## src/rtl/core/range_minimum_tree_top_macros.svh

```systemverilog
// Assertion macros for the range minimum tree block.
`ifndef RANGE_MINIMUM_TREE_TOP_MACROS_SVH
`define RANGE_MINIMUM_TREE_TOP_MACROS_SVH
`ifndef SYNTH
// same-cycle implication
`define RMT_ASSERT_NOW(label, clk, rst, ante, cons) \
   label: assert property (@(posedge clk) disable iff (rst) (ante) |-> (cons)) \
      else $error("range_minimum_tree: same-cycle check failed");
// next-cycle implication
`define RMT_ASSERT_NEXT(label, clk, rst, ante, cons) \
   label: assert property (@(posedge clk) disable iff (rst) (ante) |=> (cons)) \
      else $error("range_minimum_tree: next-cycle check failed");
`else
`define RMT_ASSERT_NOW(label, clk, rst, ante, cons)
`define RMT_ASSERT_NEXT(label, clk, rst, ante, cons)
`endif
`endif

```

## src/rtl/core/rmt_pkg.sv

```systemverilog
// Shared types and constants of the range minimum tree block.
`default_nettype none
package rmt_pkg;

   // fixed field widths of the words on the ports
   localparam int INDEX_BITS = 10;
   localparam int FIELD_BITS = 32;

   // operation codes
   localparam logic OP_LOAD  = 1'b0;
   localparam logic OP_QUERY = 1'b1;

   // sequencer states
   typedef enum logic [2:0] {
      ST_CLEAR,
      ST_IDLE,
      ST_LD_WRITE,
      ST_LD_MERGE,
      ST_Q_STEP,
      ST_Q_LEFT,
      ST_Q_RIGHT,
      ST_Q_DONE
   } rmt_state_type;

   // one result word
   typedef struct packed {
      logic [FIELD_BITS-1:0] min_value;
      logic                  range_empty;
   } rmt_result_type;

   // sequencer status toward the top level
   typedef struct packed {
      logic clearing;
      logic result_wait;
   } rmt_status_type;

endpackage
`default_nettype wire

```

## src/rtl/core/rmt_engine.sv

```systemverilog
// Sequencer: clearing pass, leaf load with ancestor refresh, bottom-up range query.
`default_nettype none
module rmt_engine #(
   parameter int LEAF_COUNT = 1024,
   parameter int VALUE_BITS = 32,
   parameter int NODE_BITS  = 11
) (
   input  wire logic                              clock,
   input  wire logic                              reset,
   // request word
   input  wire logic                              req_valid,
   output logic                                   req_stall,
   input  wire logic                              req_op,
   input  wire logic [rmt_pkg::INDEX_BITS-1:0]    req_lo_index,
   input  wire logic [rmt_pkg::INDEX_BITS-1:0]    req_hi_index,
   input  wire logic [rmt_pkg::FIELD_BITS-1:0]    req_load_value,
   // result push toward the output register
   input  wire logic                              slot_free,
   output logic                                   push,
   output rmt_pkg::rmt_result_type                result,
   output rmt_pkg::rmt_status_type                status,
   // node store
   output logic                                   mem_wr_en,
   output logic [NODE_BITS-1:0]                   mem_wr_addr,
   output logic [VALUE_BITS-1:0]                  mem_wr_data,
   output logic [NODE_BITS-1:0]                   mem_rd_addr,
   input  wire logic [VALUE_BITS-1:0]             mem_rd_data
);
   import rmt_pkg::*;

   localparam int PTR_BITS   = NODE_BITS + 1;
   localparam int NODE_COUNT = 2 * LEAF_COUNT;
   localparam logic [31:0] LEAF_COUNT_W = 32'(LEAF_COUNT);
   localparam logic [NODE_BITS-1:0] CLEAR_LAST = NODE_BITS'(NODE_COUNT - 1);

   rmt_state_type         state_ff, state_in;
   logic [PTR_BITS-1:0]   ptr_l_ff, ptr_l_in;
   logic [PTR_BITS-1:0]   ptr_r_ff, ptr_r_in;
   logic [VALUE_BITS-1:0] best_ff, best_in;
   logic                  empty_ff, empty_in;
   logic [NODE_BITS-1:0]  clr_ff, clr_in;

   logic [31:0]           lo_w, hi_w, hi_sat_w;
   logic                  lo_ok;
   logic [PTR_BITS-1:0]   l_init, r_init, r_dec;
   logic [VALUE_BITS-1:0] merged;

   // request decode: leaf pointers and saturated upper bound
   always_comb begin
      lo_w     = 32'(req_lo_index);
      hi_w     = 32'(req_hi_index);
      hi_sat_w = (hi_w >= LEAF_COUNT_W) ? (LEAF_COUNT_W - 32'd1) : hi_w;
      lo_ok    = lo_w < LEAF_COUNT_W;
      l_init   = PTR_BITS'(LEAF_COUNT_W + lo_w);
      r_init   = PTR_BITS'(LEAF_COUNT_W + hi_sat_w + 32'd1);
      r_dec    = ptr_r_ff - PTR_BITS'(1);
      merged   = (mem_rd_data < best_ff) ? mem_rd_data : best_ff;
   end

   // state register
   always_ff @(posedge clock) begin
      if (reset) begin
         state_ff <= ST_CLEAR;
         clr_ff   <= '0;
      end else begin
         state_ff <= state_in;
         clr_ff   <= clr_in;
      end
   end

   // datapath registers
   always_ff @(posedge clock) begin
      ptr_l_ff <= ptr_l_in;
      ptr_r_ff <= ptr_r_in;
      best_ff  <= best_in;
      empty_ff <= empty_in;
   end

   // next state and store control
   always_comb begin
      state_in    = state_ff;
      ptr_l_in    = ptr_l_ff;
      ptr_r_in    = ptr_r_ff;
      best_in     = best_ff;
      empty_in    = empty_ff;
      clr_in      = clr_ff;
      mem_wr_en   = 1'b0;
      mem_wr_addr = ptr_l_ff[NODE_BITS-1:0];
      mem_wr_data = best_ff;
      mem_rd_addr = ptr_l_ff[NODE_BITS-1:0];
      push        = 1'b0;
      case (state_ff)
         ST_CLEAR: begin
            mem_wr_en   = 1'b1;
            mem_wr_addr = clr_ff;
            mem_wr_data = '1;
            clr_in      = clr_ff + NODE_BITS'(1);
            if (clr_ff == CLEAR_LAST) begin
               state_in = ST_IDLE;
            end
         end
         ST_IDLE: begin
            if (req_valid) begin
               case (req_op)
                  OP_LOAD: begin
                     // out-of-range loads are dropped
                     if (lo_ok) begin
                        ptr_l_in = l_init;
                        best_in  = VALUE_BITS'(req_load_value);
                        state_in = ST_LD_WRITE;
                     end
                  end
                  OP_QUERY: begin
                     best_in = '1;
                     if (req_lo_index > req_hi_index) begin
                        empty_in = 1'b1;
                        state_in = ST_Q_DONE;
                     end else if (!lo_ok) begin
                        empty_in = 1'b0;
                        state_in = ST_Q_DONE;
                     end else begin
                        empty_in = 1'b0;
                        ptr_l_in = l_init;
                        ptr_r_in = r_init;
                        state_in = ST_Q_STEP;
                     end
                  end
                  default: begin
                     state_in = ST_IDLE;
                  end
               endcase
            end
         end
         // write node, then fetch its sibling unless at the root
         ST_LD_WRITE: begin
            mem_wr_en = 1'b1;
            if (ptr_l_ff == PTR_BITS'(1)) begin
               state_in = ST_IDLE;
            end else begin
               mem_rd_addr = ptr_l_ff[NODE_BITS-1:0] ^ NODE_BITS'(1);
               state_in    = ST_LD_MERGE;
            end
         end
         ST_LD_MERGE: begin
            best_in  = merged;
            ptr_l_in = ptr_l_ff >> 1;
            state_in = ST_LD_WRITE;
         end
         // one level of the half-open interval [l, r)
         ST_Q_STEP: begin
            if (ptr_l_ff >= ptr_r_ff) begin
               state_in = ST_Q_DONE;
            end else if (ptr_l_ff[0]) begin
               mem_rd_addr = ptr_l_ff[NODE_BITS-1:0];
               ptr_l_in    = ptr_l_ff + PTR_BITS'(1);
               state_in    = ST_Q_LEFT;
            end else if (ptr_r_ff[0]) begin
               mem_rd_addr = r_dec[NODE_BITS-1:0];
               ptr_r_in    = r_dec;
               state_in    = ST_Q_RIGHT;
            end else begin
               ptr_l_in = ptr_l_ff >> 1;
               ptr_r_in = ptr_r_ff >> 1;
            end
         end
         ST_Q_LEFT: begin
            best_in = merged;
            if (ptr_r_ff[0]) begin
               mem_rd_addr = r_dec[NODE_BITS-1:0];
               ptr_r_in    = r_dec;
               state_in    = ST_Q_RIGHT;
            end else begin
               ptr_l_in = ptr_l_ff >> 1;
               ptr_r_in = ptr_r_ff >> 1;
               state_in = ST_Q_STEP;
            end
         end
         ST_Q_RIGHT: begin
            best_in  = merged;
            ptr_l_in = ptr_l_ff >> 1;
            ptr_r_in = ptr_r_ff >> 1;
            state_in = ST_Q_STEP;
         end
         ST_Q_DONE: begin
            if (slot_free) begin
               push     = 1'b1;
               state_in = ST_IDLE;
            end
         end
         default: begin
            state_in = ST_IDLE;
         end
      endcase
   end

   assign req_stall          = (state_ff != ST_IDLE);
   assign result.min_value   = FIELD_BITS'(best_ff);
   assign result.range_empty = empty_ff;
   assign status.clearing    = (state_ff == ST_CLEAR);
   assign status.result_wait = (state_ff == ST_Q_DONE);

endmodule
`default_nettype wire

```

## config.mk

```make
export PLATFORM = sky130hd
export DESIGN_NAME = rmt_engine
export DESIGN_NICKNAME = d
export VERILOG_FILES = /design/src/rtl/core/range_minimum_tree_top_macros.svh /design/src/rtl/core/rmt_pkg.sv /design/src/rtl/core/rmt_engine.sv
export SDC_FILE = /design/constraint.sdc
export NUM_CORES = 1
export LEC_CHECK = 0
export ABC_AREA = 1
export BUFFER_PORTS_ARGS = -buffer_cell sky130_fd_sc_hd__buf_2
export CAP_MARGIN = 10
export CORE_AREA = 2 2 103 125
export CTS_CLUSTER_DIAMETER = 30
export DETAILED_ROUTE_END_ITERATION = 8
export DIE_AREA = 0 0 105 127
export GPL_TIMING_DRIVEN = 0
export PLACE_DENSITY = 0.74
export SYNTH_ARGS = -nofsm -noshare
export SYNTH_HDL_FRONTEND = slang
export SYNTH_SLANG_ARGS = --single-unit
```

## constraint.sdc

```tcl
create_clock -name clock -period 4.3 [get_ports clock]
set_clock_uncertainty 0.2 [all_clocks]
set_input_delay 0.86 -clock clock [delete_from_list [all_inputs] [get_ports clock]]
set_output_delay 0.86 -clock clock [all_outputs]
set_load 0.03 [all_outputs]
```

==> metrics.csv <==
metric,value,unit
cts.path.max_buffers,2,
worst_slack,416,ps
setup_violations,0,
ys_seq_area_frac,0.332,
cp_num_buf_inv,3,
crit_slowest_cell,edfxtp_1,
clock.fmax,257,MHz
placed_cell_area,0.00713,sq mm
synth-seq-cells,71,
ys_warn_count,0,
end_kind,primary output,
crit_type,reg2out,
grt_max_degree,22,
synth_xor_area_frac,0.00876,
critical_path.max_fanout,16,
max_stage_delay,480,ps
layout.cells.non_filler,1188,
cts_setup_buffers,0,
grt.total_usage,0.277,
tightest_slew,1090,ps
die_area,0.0133,sq mm
numCtsBuffers,9,
synth_edf_count,57,
n_fill_cell,1163,
async_flop_share,0,
io_pins,181,
via_per_inst,5.29,
die-width,105,microns
post-place-cells,1172,
final_area,0.00739,sq mm
num_antenna_cells,0,
clk_pin_slew,60,ps
crit_arrival,2820,ps
crit_top_cell,nand2_1,
drtIter0Drc,438,
cp-start-kind,register,
min_period,3880,ps
core-area,0.0120,sq mm
holdBufCountCts,0,
synth-compound-area-share,0.159,
synth_top_family_by_area,simple AND/OR/NAND/NOR gates,
area_growth,23.3,%
clock_latency,340,ps
synth_nets,978,
critPathTopFamily,simple AND/OR/NAND/NOR gates,
ant_nets,0,
min-delay-start,clr_ff[9],
cp-startpoint,ptr_r_ff[0],
power.density,597,mW/mm^2
yosys.area_share.simple,0.276,
fin_nets,1169,
power.total,4.41,mW
grt_overflow,0,
cts-htree-levels,3,
firstDrtPassIters,4,
first_global_vias,5945,
drc,0,
cp.required,3240,ps
cts_tree,yes,
antenna_found_initial,0,
synth_cells,831,
dp_slack,630,ps
holdWs,294,ps
synth-adder-area-share,0.121,
root_buffer,clkbuf_16,
power.leakage,3.47,nW
synth.avg_cell_area,7.22,sq um
slew_headroom,0.271,
grt_first_pass_wirelength,29400,microns
synthFlopType,edfxtp_1,
io_buffers,179,
routed_wl,18500,microns
wl_per_cell,15.5,microns
initial_core_util,0.500,
timing.final.hold_violations,0,
rows,44,
dp_hpwl,14900,microns
cts_resized,0,
hold_class,reg2reg,
report.final.slew_viol_count,0,
rsz0062_at_grt,no,
ir_worst_vdd,0.304,mV
drive_gt1_frac,0.241,
synth_cell_types,46,
clock_sinks,71,
finalWeightedCongestion,0.942,
path_cells,inv_1 -> ha_1 -> nand2_1 -> nand2_1 -> nand2_1 -> nand2_1 -> nand2_1 -> nand2_1 -> nand2_1 -> nand2_2 -> nand2_4 -> nor2_8 -> buf_12 -> nand3_2 -> nand2_1 -> buf_2,
outcome,"finished, final reports clean",
die_h,127,microns
netlist_area,0.00600,sq mm
maxCapViolations,0,
fin_crit_sh,0.903,
r2r-start,ptr_r_ff[0],
muxShareOfSynthArea,0,
num_vias,6286,
## Yosys cell counts, types with 4 or more instances
master    count  share of area
edfxtp_1     57           0.29
clkbuf_1     11         0.0069
nand3_1      32          0.027
buf_6         4         0.0075
buf_2         7         0.0058
nor2_2        4         0.0042
inv_1       107          0.067
o211ai_1      8          0.010
ha_1         58           0.12
dfxtp_1      14          0.047
nor3_1       10         0.0083
a21oi_1      61          0.051
nor2_1       93          0.058
o21ai_1       9         0.0075
xor2_1        5         0.0073
nand2_1     213           0.13
nand4_1      11          0.011
o21ai_2       9          0.013
inv_2         8         0.0050
o21ai_0      65          0.054
## sequential cells by signal, summed over array words and instances, names as in the netlist
signal    flops
empty_ff      1
clr_ff       11
ptr_l_ff     12
state_ff      3
ptr_r_ff     12
best_ff      32
## metrics by stage
stage                      util  setup TNS [ps]
after floorplan               -               0
after global placement    0.591          -22360
after detailed placement  0.594               0
after CTS                 0.616               0
after global routing      0.616               0
final                     0.616               0
## metal layers
layer  part of all wire  GRT usage  up-vias
met4              0.022     0.0965        0
met3              0.072     0.0531       26
met2               0.50      0.505      252
met5                  0          0        -
met1               0.40      0.323     2868
li1                   -          -     3140
## area by class of cell
class                   count  area [sq um]  area share
flip-flops and latches     71          1990       0.269
repair buffers            181           931       0.126
well taps                 161           201      0.0272
inverters                 118           458      0.0619
plain buffers              25           156      0.0212
multi-input cells         616          3400       0.459
clock buffers              11           233      0.0315
clock inverters             5          25.0     0.00338
## power by group
part           total, mW  switching [mW]  internal [mW]
clock network      0.678           0.293          0.385
logic               2.53            1.79          0.745
registers           1.20           0.166           1.04
total               4.41            2.25           2.17
## path summary, 6_finish.rpt
kind / to / slack, ps / depth (start not counted)
worst max-delay path: mem_rd_addr[7] / 420 / 16
worst min-delay path: clr_ff[9] / 290 / 2
worst max register to register: ptr_l_ff[4] / 1040 / 12
worst min register to register: clr_ff[9] / 290 / 2
## worst register-to-register path, delay by kind of cell, from the launching register on
family / cells / cell delay [ps]
AOI/OAI and AO/OA: 1 / 850
adders and majority gates: 1 / 390
and+or+nand+nor: 9 / 680
buffers and inverters: 1 / 300
DFF: 1 / 480
## cells by family after synthesis
family                     Yosys count
DFF                                 71
adders and majority gates           58
buffers and inverters              144
xor gates and xnor gates             6
AOI/OAI and AO/OA                  169
and+or+nand+nor                    383
## cells in the final DEF (no fill, tap or decap), types with 11 or more instances in the layout
cell type	count
a21oi_1	60
buf_2	186
clkbuf_1	13
dfxtp_1	14
edfxtp_1	57
ha_1	58
inv_1	107
nand2_1	213
nand3_1	32
nand4_1	11
nor2_1	93
o21ai_0	65
Note: power is estimated with default switching activity, not from simulation.
